==> config.mk <==
export PLATFORM = sky130hd
export DESIGN_NAME = soundex_encoder
export DESIGN_NICKNAME = d
export VERILOG_FILES = /design/src/rtl/sdx_pkg.sv /design/src/rtl/soundex_encoder.sv
export VERILOG_INCLUDE_DIRS = /design/src /design/src/rtl
export SDC_FILE = /design/constraint.sdc
export NUM_CORES = 1
export LEC_CHECK = 0
export BUFFER_PORTS_ARGS = -buffer_cell sky130_fd_sc_hd__buf_2
export CELL_PAD_IN_SITES_DETAIL_PLACEMENT = 0
export CELL_PAD_IN_SITES_GLOBAL_PLACEMENT = 2
export CORE_ASPECT_RATIO = 0.7
export CORE_MARGIN = 4
export CORE_UTILIZATION = 44
export DETAILED_ROUTE_END_ITERATION = 8
export GPL_TIMING_DRIVEN = 0
export PLACE_DENSITY_LB_ADDON = 0.2
export RECOVER_POWER = 25
export SETUP_SLACK_MARGIN = 0.2
export SYNTH_ARGS = -nofsm -noshare
export SYNTH_HDL_FRONTEND = slang
export SYNTH_SLANG_ARGS = --single-unit
export TNS_END_PERCENT = 1
==> constraint.sdc <==
create_clock -name clk -period 9.2 [get_ports clk]
set_clock_uncertainty 0.15 [all_clocks]
set_input_delay 0.46 -clock clk [delete_from_list [all_inputs] [get_ports clk]]
set_output_delay 0.46 -clock clk [all_outputs]
set_load 0.01 [all_outputs]
==> src/rtl/soundex_encoder_macros.svh <==
// Assertion macros shared by the Soundex encoder RTL.
`ifndef SOUNDEX_ENCODER_MACROS_SVH
`define SOUNDEX_ENCODER_MACROS_SVH

// Antecedent implies consequent in the same cycle.
`define SDX_ASSERT_IMPL(label, ante, cons) \
    label: assert property (@(posedge clk) disable iff (!rst_n) (ante) |-> (cons)) \
        else $error("soundex assertion failed");

// Antecedent implies consequent in the next cycle.
`define SDX_ASSERT_NEXT(label, ante, cons) \
    label: assert property (@(posedge clk) disable iff (!rst_n) (ante) |=> (cons)) \
        else $error("soundex assertion failed");

`endif

==> src/rtl/sdx_pkg.sv <==
// Package with types, constants and lookup functions of the Soundex encoder.
package sdx_pkg;

    localparam int CODE_BYTES = 8;
    localparam int VALUE_W    = 30;

    localparam logic [7:0] ASCII_A     = 8'h41;
    localparam logic [7:0] ASCII_Z     = 8'h5A;
    localparam logic [7:0] ASCII_LOW_A = 8'h61;
    localparam logic [7:0] ASCII_LOW_Z = 8'h7A;
    localparam logic [7:0] ASCII_ZERO  = 8'h30;
    localparam logic [7:0] CASE_OFFSET = 8'h20;

    localparam logic [3:0] DIGIT_SKIP  = 4'd9;
    localparam logic [2:0] DIGIT_NONE  = 3'd7;

    localparam logic [4:0] MULT_FIRST  = 5'd26;
    localparam logic [4:0] MULT_DIGIT  = 5'd7;
    localparam logic [4:0] MULT_LENGTH = 5'd9;

    localparam logic [3:0] CODE_LENGTH_RESET = 4'd4;

    localparam logic [3:0] SCORE_TABLE [26] = '{
        4'd0, 4'd1, 4'd2, 4'd3, 4'd0, 4'd1, 4'd2, DIGIT_SKIP, 4'd0, 4'd2,
        4'd2, 4'd4, 4'd5, 4'd5, 4'd0, 4'd1, 4'd2, 4'd6, 4'd2, 4'd3,
        4'd0, 4'd1, DIGIT_SKIP, 4'd2, DIGIT_SKIP, 4'd2
    };

    typedef enum logic [1:0] {
        ST_IDLE,
        ST_PACK,
        ST_FINAL
    } sdx_state_t;

    typedef logic [CODE_BYTES-1:0][7:0] code_bytes_t;

    function automatic logic [7:0] upcase(input logic [7:0] c);
        logic [7:0] u;
        u = c;
        if (c >= ASCII_LOW_A && c <= ASCII_LOW_Z)
        begin
            u = c - CASE_OFFSET;
        end
        return u;
    endfunction

    function automatic logic [3:0] score(input logic [7:0] c);
        logic [7:0] u;
        logic [7:0] idx;
        logic [3:0] s;
        u   = upcase(c);
        idx = u - ASCII_A;
        s   = 4'd0;
        if (u >= ASCII_A && u <= ASCII_Z)
        begin
            s = SCORE_TABLE[idx[4:0]];
        end
        return s;
    endfunction

endpackage

==> src/rtl/soundex_encoder.sv <==
// Soundex encoder: streams name bytes in, emits the padded code and its packed value.
//
// Input channel s_*: one name byte per beat in s_tdata, s_tlast on the final byte.
// Output channel m_*: one beat per name, carrying the code characters and the
// packed integer value in m_tdata and the leading-letter flag in m_tuser.
// Configuration: cfg_we writes cfg_data into the code length register
// (reset 4); 0 acts as 1 and values above MAX_CODE_LENGTH act as the maximum.
// Throughput: bytes without s_tlast are taken one per cycle while the block is
// idle. After a final byte the input is not ready while one shared multiply-add
// unit folds the code into its packed value one character per cycle in ST_PACK
// (times 26, times 7, then times 9 plus length in ST_FINAL), and until ST_FINAL
// has loaded the result into the output register.
// The result sits in an output register, so a new name can start while it
// waits; if the receiver stalls with a result still pending when the next one
// is ready, the block holds the new result and keeps s_tready low.
// Reset clears the partial code and the output valid and returns the length
// register to 4.
module soundex_encoder #(
    parameter int MAX_CODE_LENGTH = 8
) (
    input  logic        clk,
    input  logic        rst_n,
    input  logic        cfg_we,
    input  logic [3:0]  cfg_data,       // code_length
    input  logic        s_tvalid,
    output logic        s_tready,
    input  logic [7:0]  s_tdata,        // name_char
    input  logic        s_tlast,        // last_char
    output logic        m_tvalid,
    input  logic        m_tready,
    output logic [95:0] m_tdata,        // code_chars[63:0], code_value[93:64], zero fill
    output logic        m_tuser         // leading_is_letter
);
    import sdx_pkg::*;

    localparam logic [3:0] MAX_LEN = 4'(MAX_CODE_LENGTH);

    sdx_state_t  state_reg, state_next;
    logic [3:0]  code_length_reg;
    logic        in_name_reg, in_name_next;
    code_bytes_t store_reg, store_next;
    logic [3:0]  kept_reg, kept_next;
    logic [2:0]  prev_reg, prev_next;

    code_bytes_t work_reg, work_next;
    logic [3:0]  len_reg, len_next;
    logic [2:0]  step_reg, step_next;
    logic [VALUE_W-1:0] acc_reg, acc_next;
    logic        letter_reg, letter_next;

    logic        m_valid_reg, m_valid_next;
    code_bytes_t out_chars_reg, out_chars_next;
    logic [VALUE_W-1:0] out_value_reg, out_value_next;
    logic        out_letter_reg, out_letter_next;

    logic [3:0]  len_eff;
    logic        in_accept;
    logic        out_load;

    // Character update results.
    code_bytes_t store_upd;
    logic [3:0]  kept_upd;
    logic [2:0]  prev_upd;
    code_bytes_t padded;
    logic [7:0]  up_char;
    logic [3:0]  char_score;
    logic [7:0]  lead_off;

    // Shared multiply-add unit.
    logic [4:0]  unit_mult;
    logic [3:0]  unit_add;
    logic [VALUE_W+4:0] unit_prod;
    logic [VALUE_W-1:0] unit_out;
    logic [7:0]  digit_byte;

    always_comb
    begin
        if (code_length_reg == 4'd0)
        begin
            len_eff = 4'd1;
        end
        else if (code_length_reg > MAX_LEN)
        begin
            len_eff = MAX_LEN;
        end
        else
        begin
            len_eff = code_length_reg;
        end
    end

    assign s_tready  = (state_reg == ST_IDLE);
    assign in_accept = s_tvalid && s_tready;

    // Per-character update of the code being built.
    always_comb
    begin
        up_char    = upcase(s_tdata);
        char_score = score(s_tdata);
        store_upd  = store_reg;
        kept_upd   = kept_reg;
        prev_upd   = prev_reg;
        if (!in_name_reg)
        begin
            store_upd    = '0;
            store_upd[0] = up_char;
            kept_upd     = 4'd1;
            prev_upd     = DIGIT_NONE;
        end
        else if (kept_reg < len_eff)
        begin
            if (char_score != 4'd0 && char_score != DIGIT_SKIP &&
                char_score[2:0] != prev_reg)
            begin
                store_upd[kept_reg[2:0]] = ASCII_ZERO + {4'd0, char_score};
                kept_upd = kept_reg + 4'd1;
            end
            if (char_score != DIGIT_SKIP)
            begin
                prev_upd = char_score[2:0];
            end
        end
    end

    // Cut to the length in force (zero bytes beyond it), then pad the unfilled positions within it with '0'.
    always_comb
    begin
        for (int k = 0; k < CODE_BYTES; k++)
        begin
            if (4'(k) >= len_eff)
            begin
                padded[k] = 8'h00;
            end
            else if (4'(k) < kept_upd)
            begin
                padded[k] = store_upd[k];
            end
            else
            begin
                padded[k] = ASCII_ZERO;
            end
        end
        lead_off = padded[0] - ASCII_A;
    end

    // The digit character low bits give the digit value directly.
    always_comb
    begin
        digit_byte = work_reg[step_reg];
        if (state_reg == ST_FINAL)
        begin
            unit_mult = MULT_LENGTH;
            unit_add  = len_reg;
        end
        else
        begin
            unit_mult = (step_reg == 3'd1) ? MULT_FIRST : MULT_DIGIT;
            unit_add  = {1'b0, digit_byte[2:0]};
        end
        unit_prod = acc_reg * unit_mult;
        unit_out  = unit_prod[VALUE_W-1:0] + VALUE_W'(unit_add);
    end

    assign out_load = (state_reg == ST_FINAL) && (!m_valid_reg || m_tready);

    always_comb
    begin
        state_next      = state_reg;
        in_name_next    = in_name_reg;
        store_next      = store_reg;
        kept_next       = kept_reg;
        prev_next       = prev_reg;
        work_next       = work_reg;
        len_next        = len_reg;
        step_next       = step_reg;
        acc_next        = acc_reg;
        letter_next     = letter_reg;
        out_chars_next  = out_chars_reg;
        out_value_next  = out_value_reg;
        out_letter_next = out_letter_reg;
        m_valid_next    = m_valid_reg && !m_tready;

        unique case (state_reg)
            ST_IDLE:
            begin
                if (in_accept)
                begin
                    if (s_tlast)
                    begin
                        work_next    = padded;
                        len_next     = len_eff;
                        acc_next     = VALUE_W'(lead_off[4:0]);
                        letter_next  = (padded[0] >= ASCII_A) && (padded[0] <= ASCII_Z);
                        step_next    = 3'd1;
                        state_next   = (len_eff > 4'd1) ? ST_PACK : ST_FINAL;
                        in_name_next = 1'b0;
                        store_next   = '0;
                        kept_next    = 4'd0;
                        prev_next    = DIGIT_NONE;
                    end
                    else
                    begin
                        in_name_next = 1'b1;
                        store_next   = store_upd;
                        kept_next    = kept_upd;
                        prev_next    = prev_upd;
                    end
                end
            end
            ST_PACK:
            begin
                acc_next  = unit_out;
                step_next = step_reg + 3'd1;
                if ({1'b0, step_reg} == len_reg - 4'd1)
                begin
                    state_next = ST_FINAL;
                end
            end
            ST_FINAL:
            begin
                if (out_load)
                begin
                    out_chars_next  = work_reg;
                    out_value_next  = letter_reg ? unit_out : '0;
                    out_letter_next = letter_reg;
                    m_valid_next    = 1'b1;
                    state_next      = ST_IDLE;
                end
            end
            default:
            begin
                state_next = ST_IDLE;
            end
        endcase
    end

    always_ff @(posedge clk or negedge rst_n)
    begin
        if (!rst_n)
        begin
            state_reg       <= ST_IDLE;
            code_length_reg <= CODE_LENGTH_RESET;
            in_name_reg     <= 1'b0;
            store_reg       <= '0;
            kept_reg        <= 4'd0;
            prev_reg        <= DIGIT_NONE;
            m_valid_reg     <= 1'b0;
        end
        else
        begin
            state_reg   <= state_next;
            in_name_reg <= in_name_next;
            store_reg   <= store_next;
            kept_reg    <= kept_next;
            prev_reg    <= prev_next;
            m_valid_reg <= m_valid_next;
            if (cfg_we)
            begin
                code_length_reg <= cfg_data;
            end
        end
    end

    always_ff @(posedge clk)
    begin
        work_reg       <= work_next;
        len_reg        <= len_next;
        step_reg       <= step_next;
        acc_reg        <= acc_next;
        letter_reg     <= letter_next;
        out_chars_reg  <= out_chars_next;
        out_value_reg  <= out_value_next;
        out_letter_reg <= out_letter_next;
    end

    assign m_tvalid = m_valid_reg;
    assign m_tdata  = {2'b00, out_value_reg, out_chars_reg};
    assign m_tuser  = out_letter_reg;

`include "soundex_encoder_macros.svh"

    `SDX_ASSERT_NEXT(a_last_blocks_input, in_accept && s_tlast, !s_tready)
    `SDX_ASSERT_IMPL(a_kept_bounded, 1'b1, kept_reg <= MAX_LEN)
    `SDX_ASSERT_IMPL(a_nonletter_zero, m_tvalid && !m_tuser, m_tdata[93:64] == '0)
    `SDX_ASSERT_IMPL(a_load_when_free, out_load, !m_valid_reg || m_tready)

endmodule
==> impl_metrics.yaml, run 1 <==
floorplanning:
  core.rowCount: 58
  initial_utilization_pct: 44.6
  fp.dieW_um: 236
  design.portCount: 117
  die-area_sq_um: 39600
  die_height_um: 168
  placeableCoreArea_sq_um: 35900
layout:
  multi_input_comb_area_sq_um: 7450
  layout-drive-gt1-share_pct: 13.6
  layout.area.seq_sq_um: 7900
  final_net_count: 1760
  fillCellCount: 3316
  area_growth_syn_to_layout_pct: 14.5
  antenna_cells_inserted: 0
worst_setup_path:
  reg2regPathDepth: 26
  worstPathArrival_ns: 8.23
  critical_path.max_fanout: 10
  max_stage_delay_ns: 0.88
  r2r-end: "acc_reg[28]$_SDFFCE_PN0P_"
  required_ns: 9.32
  crit_path_start_kind: "flip-flop"
  critical-path-slowest-cell: "a21boi_0"
  crit_path_end_kind: "flip-flop"
  setup.worst_path.class: "reg -> reg"
  crit-reg2reg-launch: "step_reg[1]$_SDFFCE_PN0P_"
  reg2reg_setup_slack_ns: 1.10
  timing.critical_path.mode_cell: "clkbuf_1"
run_status:
  status: "complete, but fails checks"
  violations: "capacitance limit, slew limit"
global_route:
  global_route.overflow_total: 0
  pin_count_of_the_biggest_net_entering_global_routing: 57
  grt_util_all_layers_pct: 21.3
  grt_first_pass_wirelength_um: 66300
  grt_pass1_vias: 11000
  number_of_antenna_violations_at_the_first_check_in_global_routing: 0
sta:
  final_count_of_hold_timing_violations: 0
  setup_tns_ns: 0
  max_slew.worst_pin.slew_ns: 3.29
  finalMaxSlewViolations: 57
  finalSetupViolCount: 0
  rsz0062_at_grt: "false"
  slew_headroom_pct: -119
  postLayoutSetupSlackWorst_ns: 1.10
  min_period_ns: 8.10
  max_clock_freq_ghz: 0.123
  timing.final.crit_share_pct: 88.1
route:
  routed_wire_length_per_instance_um: 20.0
  detail_route.drc_violations: 0
  wire_length_after_detailed_routing_um: 41800
  antenna_left: 0
  met2WireLength_um: 15800
  first_pass_iters: 5
  vias: 11000
  route.met3.wl_um: 2680
  detail_route.wirelength.met1_um: 22800
  via_per_inst: 5.29
  highest_layer: "met4"
  drt_first_iter_violations: 961
logic_synthesis:
  synth_area_per_cell_sq_um: 11.2
  synthDistinctLibCells: 85
  synthesis.yosys.warnings: 0
  post_synth_mux_area_share_pct: 2.66
  register_area_share_after_synthesis_pct: 49.3
  synth_adder_area_share_pct: 16.0
  synth-xor-area-share_pct: 2.62
  synthFlopType: "edfxtp_1"
  post_synth_inst_count: 1430
  post_synth_and_or_nand_nor_area_fraction_pct: 15.4
  combinational_family_with_the_most_area_after_synthesis: "adder cells"
  synthArstFlopShare_pct: 28.6
  number_of_enable_flip_flop_cells_after_synthesis: 197
  ys_ff_latch: 276
  synth.cell_area_sq_um: 16000
  compound_gate_portion_of_the_synthesized_area_pct: 9.62
placement:
  place_congestion: 0.897
  detailedPlace.worstSlack_ns: 1.25
  dpl.hpwl_um: 31900
  io_buffers: 113
cts:
  clock_tree_from_tritoncts: "yes"
  max-clock-path-buffers: 3
  clock-sinks: 276
  cts_buffers: 28
  htree_num_levels: 1
  cts.clk_slew.worst_paths_ns: 0.07
  root_buffer: "clkbuf_16"
  clock_latency_ns: 0.56
worst_hold_path:
  hold_end: "code_length_reg[3]$_DFFE_PN0P_"
  cell_depth_of_the_worst_hold_path: 2
  min_from: "cfg_we"
  type_of_the_most_critical_hold_path: "in -> reg"
job:
  timing.max_cap.violations: 1
-- worst max-delay path by stage --
stage	end	slack (ns)	startpoint
4_1_cts	acc_reg[28]$_SDFFCE_PN0P_	1.20	step_reg[1]$_SDFFCE_PN0P_
2_1_floorplan	acc_reg[27]$_SDFFCE_PN0P_	3.21	step_reg[1]$_SDFFCE_PN0P_
5_1_grt	acc_reg[28]$_SDFFCE_PN0P_	0.59	step_reg[1]$_SDFFCE_PN0P_
6_report	acc_reg[28]$_SDFFCE_PN0P_	1.10	step_reg[1]$_SDFFCE_PN0P_
3_5_place_dp	out_value_reg[28]$_SDFFCE_PN0P_	1.25	step_reg[1]$_SDFFCE_PN0P_
3_3_place_gp	m_tdata[21]$_DFFE_PP_	0.69	state_reg[0]$_DFFE_PN0P_
-- cells by family after synthesis --
logic type / after synthesis
adders and majority gates: 157
buffers and inverters: 172
other: 1
and+or+nand+nor: 513
AOI/OAI and AO/OA: 232
DFF: 276
xor gates and xnor gates: 45
muxes: 34
-- per-layer routing --
metal / vias to the layer above / global-route usage, %
li1: 5246 / -
met1: 5442 / 36.9
met2: 328 / 28.0
met3: 28 / 3.70
met4: 0 / 2.69
met5: - / 0
-- cell usage in the layout (no fill, tap or decap), types with 11 or more instances in the layout --
| cell type | synthesis | final |
|---|---|---|
| nor2_1 | 154 | 153 |
| clkbuf_1 | 52 | 70 |
| nor2b_1 | 12 | 11 |
| a21o_1 | 11 | 11 |
| and2_1 | 83 | 83 |
| xor2_1 | 11 | 11 |
| a22o_1 | 18 | 18 |
| nand2b_1 | 13 | 13 |
| nor3_1 | 15 | 15 |
| nand3_1 | 16 | 16 |
| dfrtp_1 | 75 | 75 |
| o21ai_0 | 55 | 55 |
| nor3b_1 | 11 | 11 |
| a21oi_1 | 69 | 69 |
| clkbuf_16 | 0 | 29 |
| nand2_1 | 155 | 155 |
| and3_1 | 15 | 14 |
| mux2i_1 | 22 | 22 |
| fa_1 | 80 | 80 |
| edfxtp_1 | 197 | 197 |
| inv_1 | 109 | 109 |
| buf_2 | 0 | 98 |
| xnor2_1 | 32 | 32 |
| ha_1 | 77 | 77 |
-- worst max-delay path, delay by kind of cell, from the launching register on --
family                   cells  cell delay, ns
AND/OR/NAND/NOR              4            0.45
AO/OA/AOI/OAI               10            2.78
adder cells (fa/ha/maj)      5            2.14
buffers and inverters        6            1.63
XOR/XNOR                     1            0.28
flip-flops                   1            0.39
-- synth_stat cells (16+ instances only) --
cell / count / area (sq um)
clkbuf_1: 52 / 195
xnor2_1: 32 / 280
and2_1: 83 / 519
a21oi_1: 69 / 345
ha_1: 77 / 963
dfrtp_1: 75 / 1880
nand3_1: 16 / 80.1
nor2_1: 154 / 578
edfxtp_1: 197 / 5920
o21ai_0: 55 / 275
nand2_1: 155 / 582
a22o_1: 18 / 158
inv_1: 109 / 409
mux2i_1: 22 / 220
fa_1: 80 / 1600
-- stage by stage --
| step | utilization (%) | instance area (sq um) | hold WS, ns | cells |
|---|---|---|---|---|
| after CTS | 51.2 | 18400 | 0.000666 | 2086 |
| after global routing | 51.1 | 18400 | 0.0202 | 2086 |
| after floorplan | - | 16000 | 0.0144 | 1431 |
| after detailed placement | 48.4 | 17400 | 0.255 | 2030 |
| after global placement | 47.9 | 17200 | 0.250 | 2024 |
| final | 51.1 | 18400 | 0.0238 | 2086 |
-- area by class of cell --
type,instances,share of cell area (%)
Tap cell,480,3.27
Timing Repair Buffer,124,3.90
Multi-Input combinational cell,983,40.6
Buffer,62,1.60
Inverter,110,2.25
Clock buffer,34,4.22
Sequential cell,276,43.0
Clock inverter,17,1.17
-- timing repair --
item | 4_1_cts | 5_1_grt
endpoints found under the hold margin | 27 | 0
setup buffers | 0 | 0
gates resized for setup | 0 | 0
hold buffers | 5 | 0
Power of run 1 is not shown: default switching activity piles up to over one toggle a cycle in this logic, so the estimate is an artifact.
==> inputs of run 2 (changes only) <==
CORE_MARGIN = not set   (was 4)
CORE_UTILIZATION = 37   (was 44)
GPL_ROUTABILITY_DRIVEN = 1   (was not set)
clock period = 6.7 ns   (was 9.2 ns; I/O delays follow)
==> impl_metrics.yaml, run 2 (same netlist as run 1, synthesis figures left out) <==
floorplanning:
  fp.dieW_um: 251
  die_height_um: 176
  initial_utilization_pct: 37.7
  core.rowCount: 63
  placeableCoreArea_sq_um: 42600
  die-area_sq_um: 44200
  design.portCount: 117
job:
  timing.max_cap.violations: 2
cts:
  cts_buffers: 29
  clock_tree_from_tritoncts: "yes"
  clock_latency_ns: 0.58
  cts.clk_slew.worst_paths_ns: 0.06
  clock-sinks: 276
  root_buffer: "clkbuf_16"
  max-clock-path-buffers: 3
  htree_num_levels: 1
layout:
  final_cells: 2173
  final_cell_mix: "edfxtp_1 (197), nand2_1 (154), nor2_1 (153)"
  fillCellCount: 4100
  layout-drive-gt1-share_pct: 15.8
  final_net_count: 1772
  final_design_area_no_fill_sq_um: 18700
  area_growth_syn_to_layout_pct: 16.3
  layout.cells.most_common: "edfxtp_1"
sta:
  finalSetupViolCount: 0
  fin_hold_ws_ns: 0.0597
  finalMaxSlewViolations: 82
  timing.final.crit_share_pct: 91.6
  rsz0062_at_grt: "true"
  final_count_of_hold_timing_violations: 0
  min_period_ns: 6.14
  postLayoutSetupSlackWorst_ns: 0.562
  max_clock_freq_ghz: 0.163
  max_slew.worst_pin.slew_ns: 2.67
  slew_headroom_pct: -78.3
worst_setup_path:
  required_ns: 6.98
  critPathTopFamily: "adder cells"
  setup.worst_path.class: "reg -> reg"
  crit_path_end_kind: "flip-flop"
  worstPathArrival_ns: 6.42
  critical-path-slowest-cell: "or4b_2"
  critical_path.max_fanout: 10
  worst-path-buf-inv: 7
  max_stage_delay_ns: 0.62
  crit_path_start_kind: "flip-flop"
  timing.critical_path.depth: 26
  reg2regPathDepth: 26
worst_hold_path:
  type_of_the_most_critical_hold_path: "in -> reg"
  cell_depth_of_the_worst_hold_path: 4
placement:
  io_buffers: 113
  post-place-cells: 2102
  placed_area_sq_um: 17500
  detailedPlace.worstSlack_ns: -1.34
  dpl.hpwl_um: 32500
  place_congestion: 0.866
global_route:
  grt_first_pass_wirelength_um: 67200
  grt_most_used_layer: "met1"
  number_of_antenna_violations_at_the_first_check_in_global_routing: 1
  global_route.overflow_total: 0
  grt_util_met1_pct: 34.5
  use_met3_pct: 3.33
  grt_util_all_layers_pct: 20.0
  grt_pass1_vias: 10800
  pin_count_of_the_biggest_net_entering_global_routing: 46
  global_route.usage.met2_pct: 25.0
route:
  vias: 11000
  routed_wire_length_per_instance_um: 20.0
  wire_length_after_detailed_routing_um: 43400
  drt_first_iter_violations: 775
  first_pass_iters: 5
  via_per_inst: 5.06
  detail_route.drc_violations: 0
  antenna_left: 0
run_status:
  violations: "capacitance limit, slew limit"
  status: "complete, but fails checks"
## run 2: routing by layer
| metal | part of all wire [%] | wire [um] |
|---|---|---|
| met5 | 0 | 0 |
| met3 | 5.0 | 2160 |
| met4 | 1.7 | 743 |
| met2 | 37 | 15900 |
| met1 | 57 | 24600 |
## run 2: through the flow
| step | TNS (ns) | util (%) |
|---|---|---|
| finish | 0 | 43.8 |
| global route | 0 | 43.8 |
| CTS | 0 | 43.7 |
| detailed placement | -23.14 | 41.0 |
| global placement | -215.54 | 40.6 |
| floorplan | 0 | - |
## run 2: path summary, 6_finish.rpt
path	end	startpoint	slack [ns]
worst max-delay path	acc_reg[27]$_SDFFCE_PN0P_	step_reg[1]$_SDFFCE_PN0P_	0.56
max in group asynchronous	store_reg[35]$_DFFE_PN0P_	rst_n	2.40
worst min-delay path	store_reg[5]$_DFFE_PN0P_	s_tlast	0.06
min in group asynchronous	store_reg[23]$_DFFE_PN0P_	rst_n	1.01
worst max register to register	acc_reg[27]$_SDFFCE_PN0P_	step_reg[1]$_SDFFCE_PN0P_	0.56
worst min register to register	m_tdata[31]$_DFFE_PP_	work_reg[31]$_SDFFCE_PP0P_	0.27
## run 2: tightest hold or removal path: stages
cell	delay (ns)
buf_2	0.20
nor2_1	0.07
nor2_1	0.08
nor2_1	0.04
## run 2: final cells by class
class / instances / area [sq um] / share of cell area [%]
flip-flops and latches: 276 / 7900 / 42.3
multi-input cells: 983 / 7530 / 40.4
repair buffers: 135 / 810 / 4.34
clock buffers: 34 / 774 / 4.15
well taps: 552 / 691 / 3.70
inverters: 110 / 413 / 2.21
plain buffers: 62 / 352 / 1.89
clock inverters: 20 / 176 / 0.946
diodes: 1 / 2.50 / 0.0134
## run 2: timing repair
| action | 4_1_cts | 5_1_grt |
|---|---|---|
| endpoints found under the hold margin | 44 | 0 |
| pin swaps | 1 | 7 |
| hold buffers | 10 | 0 |
| setup endpoints to repair | 40 | 22 |
| gates resized for setup | 28 | 37 |
| setup buffers | 2 | 4 |
Power of run 2 is left out for the same reason.
==> inputs of run 3 (changes only) <==
CTS_BUF_LIST = sky130_fd_sc_hd__clkbuf_16   (was not set)
==> impl_metrics.yaml, run 3 (same netlist as run 1, synthesis figures left out) <==
placement:
  io_buffers: 113
  post-place-cells: 2102
  dpl.hpwl_um: 32500
  place_congestion: 0.866
cts:
  htree_num_levels: 1
  clock_tree_from_tritoncts: "yes"
  max-clock-path-buffers: 3
  cts.clk_slew.worst_paths_ns: 0.06
  clock-sinks: 276
  root_buffer: "clkbuf_16"
  clock_latency_ns: 0.58
  cts_buffers: 29
global_route:
  grt_util_all_layers_pct: 20.0
  number_of_antenna_violations_at_the_first_check_in_global_routing: 1
  global_route.overflow_total: 0
  grt_first_pass_wirelength_um: 67200
  grt_pass1_vias: 10800
  pin_count_of_the_biggest_net_entering_global_routing: 46
worst_setup_path:
  critical-path-slowest-cell: "or4b_2"
  max_stage_delay_ns: 0.62
  critical_path.max_fanout: 10
  r2r-end: "acc_reg[27]$_SDFFCE_PN0P_"
  setup.worst_path.class: "reg -> reg"
  crit_path_end_kind: "flip-flop"
  crit-reg2reg-launch: "step_reg[1]$_SDFFCE_PN0P_"
  reg2reg_setup_slack_ns: 0.57
  required_ns: 6.99
  crit_path_start_kind: "flip-flop"
  reg2regPathDepth: 26
  worstPathArrival_ns: 6.41
route:
  wire_length_after_detailed_routing_um: 43400
  routed_wire_length_per_instance_um: 20.0
  drt_first_iter_violations: 821
  via_per_inst: 5.06
  first_pass_iters: 5
  vias: 11000
  antenna_left: 0
  detail_route.drc_violations: 0
floorplanning:
  fp.dieW_um: 251
  core.rowCount: 63
  initial_utilization_pct: 37.7
  placeableCoreArea_sq_um: 42600
  die_height_um: 176
  die-area_sq_um: 44200
  design.portCount: 117
sta:
  max_clock_freq_ghz: 0.163
  max_slew.worst_pin.slew_ns: 2.65
  slew_headroom_pct: -76.6
  final_count_of_hold_timing_violations: 0
  timing.final.crit_share_pct: 91.5
  finalMaxSlewViolations: 82
  rsz0062_at_grt: "true"
  finalSetupViolCount: 0
  min_period_ns: 6.13
layout:
  final_cells: 2173
  layout-drive-gt1-share_pct: 15.6
  final_cell_mix: "edfxtp_1 (197), nand2_1 (154), nor2_1 (153)"
  fillCellCount: 4100
  area_growth_syn_to_layout_pct: 16.1
  layout.cells.most_common: "edfxtp_1"
  final_net_count: 1772
run_status:
  status: "complete, but fails checks"
  violations: "capacitance limit, slew limit"
worst_hold_path:
  hold_end: "store_reg[5]$_DFFE_PN0P_"
  min_from: "s_tlast"
  cell_depth_of_the_worst_hold_path: 4
  type_of_the_most_critical_hold_path: "in -> reg"
job:
  timing.max_cap.violations: 2
[run 3: cell type report]
type | count | area (sq um) | share of cell area [%]
antenna | 1 | 2.50 | 0.0134
buffer | 62 | 352 | 1.89
clock buffer | 29 | 726 | 3.90
clock inverter | 25 | 195 | 1.05
inverter | 110 | 413 | 2.22
multi-input combinational | 983 | 7530 | 40.5
sequential | 276 | 7900 | 42.4
tap | 552 | 691 | 3.71
timing repair buffer | 135 | 810 | 4.35
[run 3: worst max path at each step]
| stage | startpoint | endpoint | cells past startpoint |
|---|---|---|---|
| 2_1_floorplan | step_reg[1]$_SDFFCE_PN0P_ | acc_reg[27]$_SDFFCE_PN0P_ | 25 |
| 3_3_place_gp | state_reg[0]$_DFFE_PN0P_ | m_tdata[21]$_DFFE_PP_ | 5 |
| 3_5_place_dp | step_reg[1]$_SDFFCE_PN0P_ | out_value_reg[28]$_SDFFCE_PN0P_ | 26 |
| 4_1_cts | step_reg[1]$_SDFFCE_PN0P_ | out_value_reg[28]$_SDFFCE_PN0P_ | 27 |
| 5_1_grt | step_reg[1]$_SDFFCE_PN0P_ | out_value_reg[27]$_SDFFCE_PN0P_ | 28 |
| 6_report | step_reg[1]$_SDFFCE_PN0P_ | acc_reg[27]$_SDFFCE_PN0P_ | 26 |
[run 3: timing repair]
action / 4_1_cts / 5_1_grt
setup endpoints to repair: 40 / 22
setup buffers: 2 / 4
gates resized for setup: 28 / 37
hold endpoints to repair: 44 / 0
pin swaps: 1 / 7
hold buffers: 10 / 0
[run 3: routing by layer]
| metal | up-vias | part of all wire [%] | global-route usage (%) |
|---|---|---|---|
| met5 | - | 0 | 0 |
| met4 | 0 | 1.9 | 3.96 |
| met3 | 52 | 5.1 | 3.33 |
| met2 | 249 | 36 | 25.0 |
| met1 | 5436 | 57 | 34.5 |
| li1 | 5260 | - | - |
[run 3: worst max-delay path, delay by kind of cell (launching register included)]
| kind | cells | cell delay (ns) |
|---|---|---|
| buffers and inverters | 7 | 0.95 |
| AOI/OAI and AO/OA | 9 | 1.44 |
| DFF | 1 | 0.42 |
| and+or+nand+nor | 5 | 0.97 |
| adders and majority gates | 5 | 2.05 |
[run 3: per-stage QoR]
step / setup slack [ns] / utilization [%] / TNS [ns] / hold slack [ns] / area, sq um
2_1_floorplan: 0.709 / - / 0 / -0.111 / 16000
4_1_cts: 0.190 / 43.6 / 0 / 0.0373 / 18600
5_1_grt: 0.189 / 43.7 / 0 / 0.0707 / 18600
3_5_place_dp: -1.34 / 41.0 / -23.14 / 0.247 / 17500
3_3_place_gp: -2.04 / 40.6 / -215.54 / 0.251 / 17300
6_report: 0.572 / 43.7 / 0 / 0.0589 / 18600
Power of run 3 is left out for the same reason.
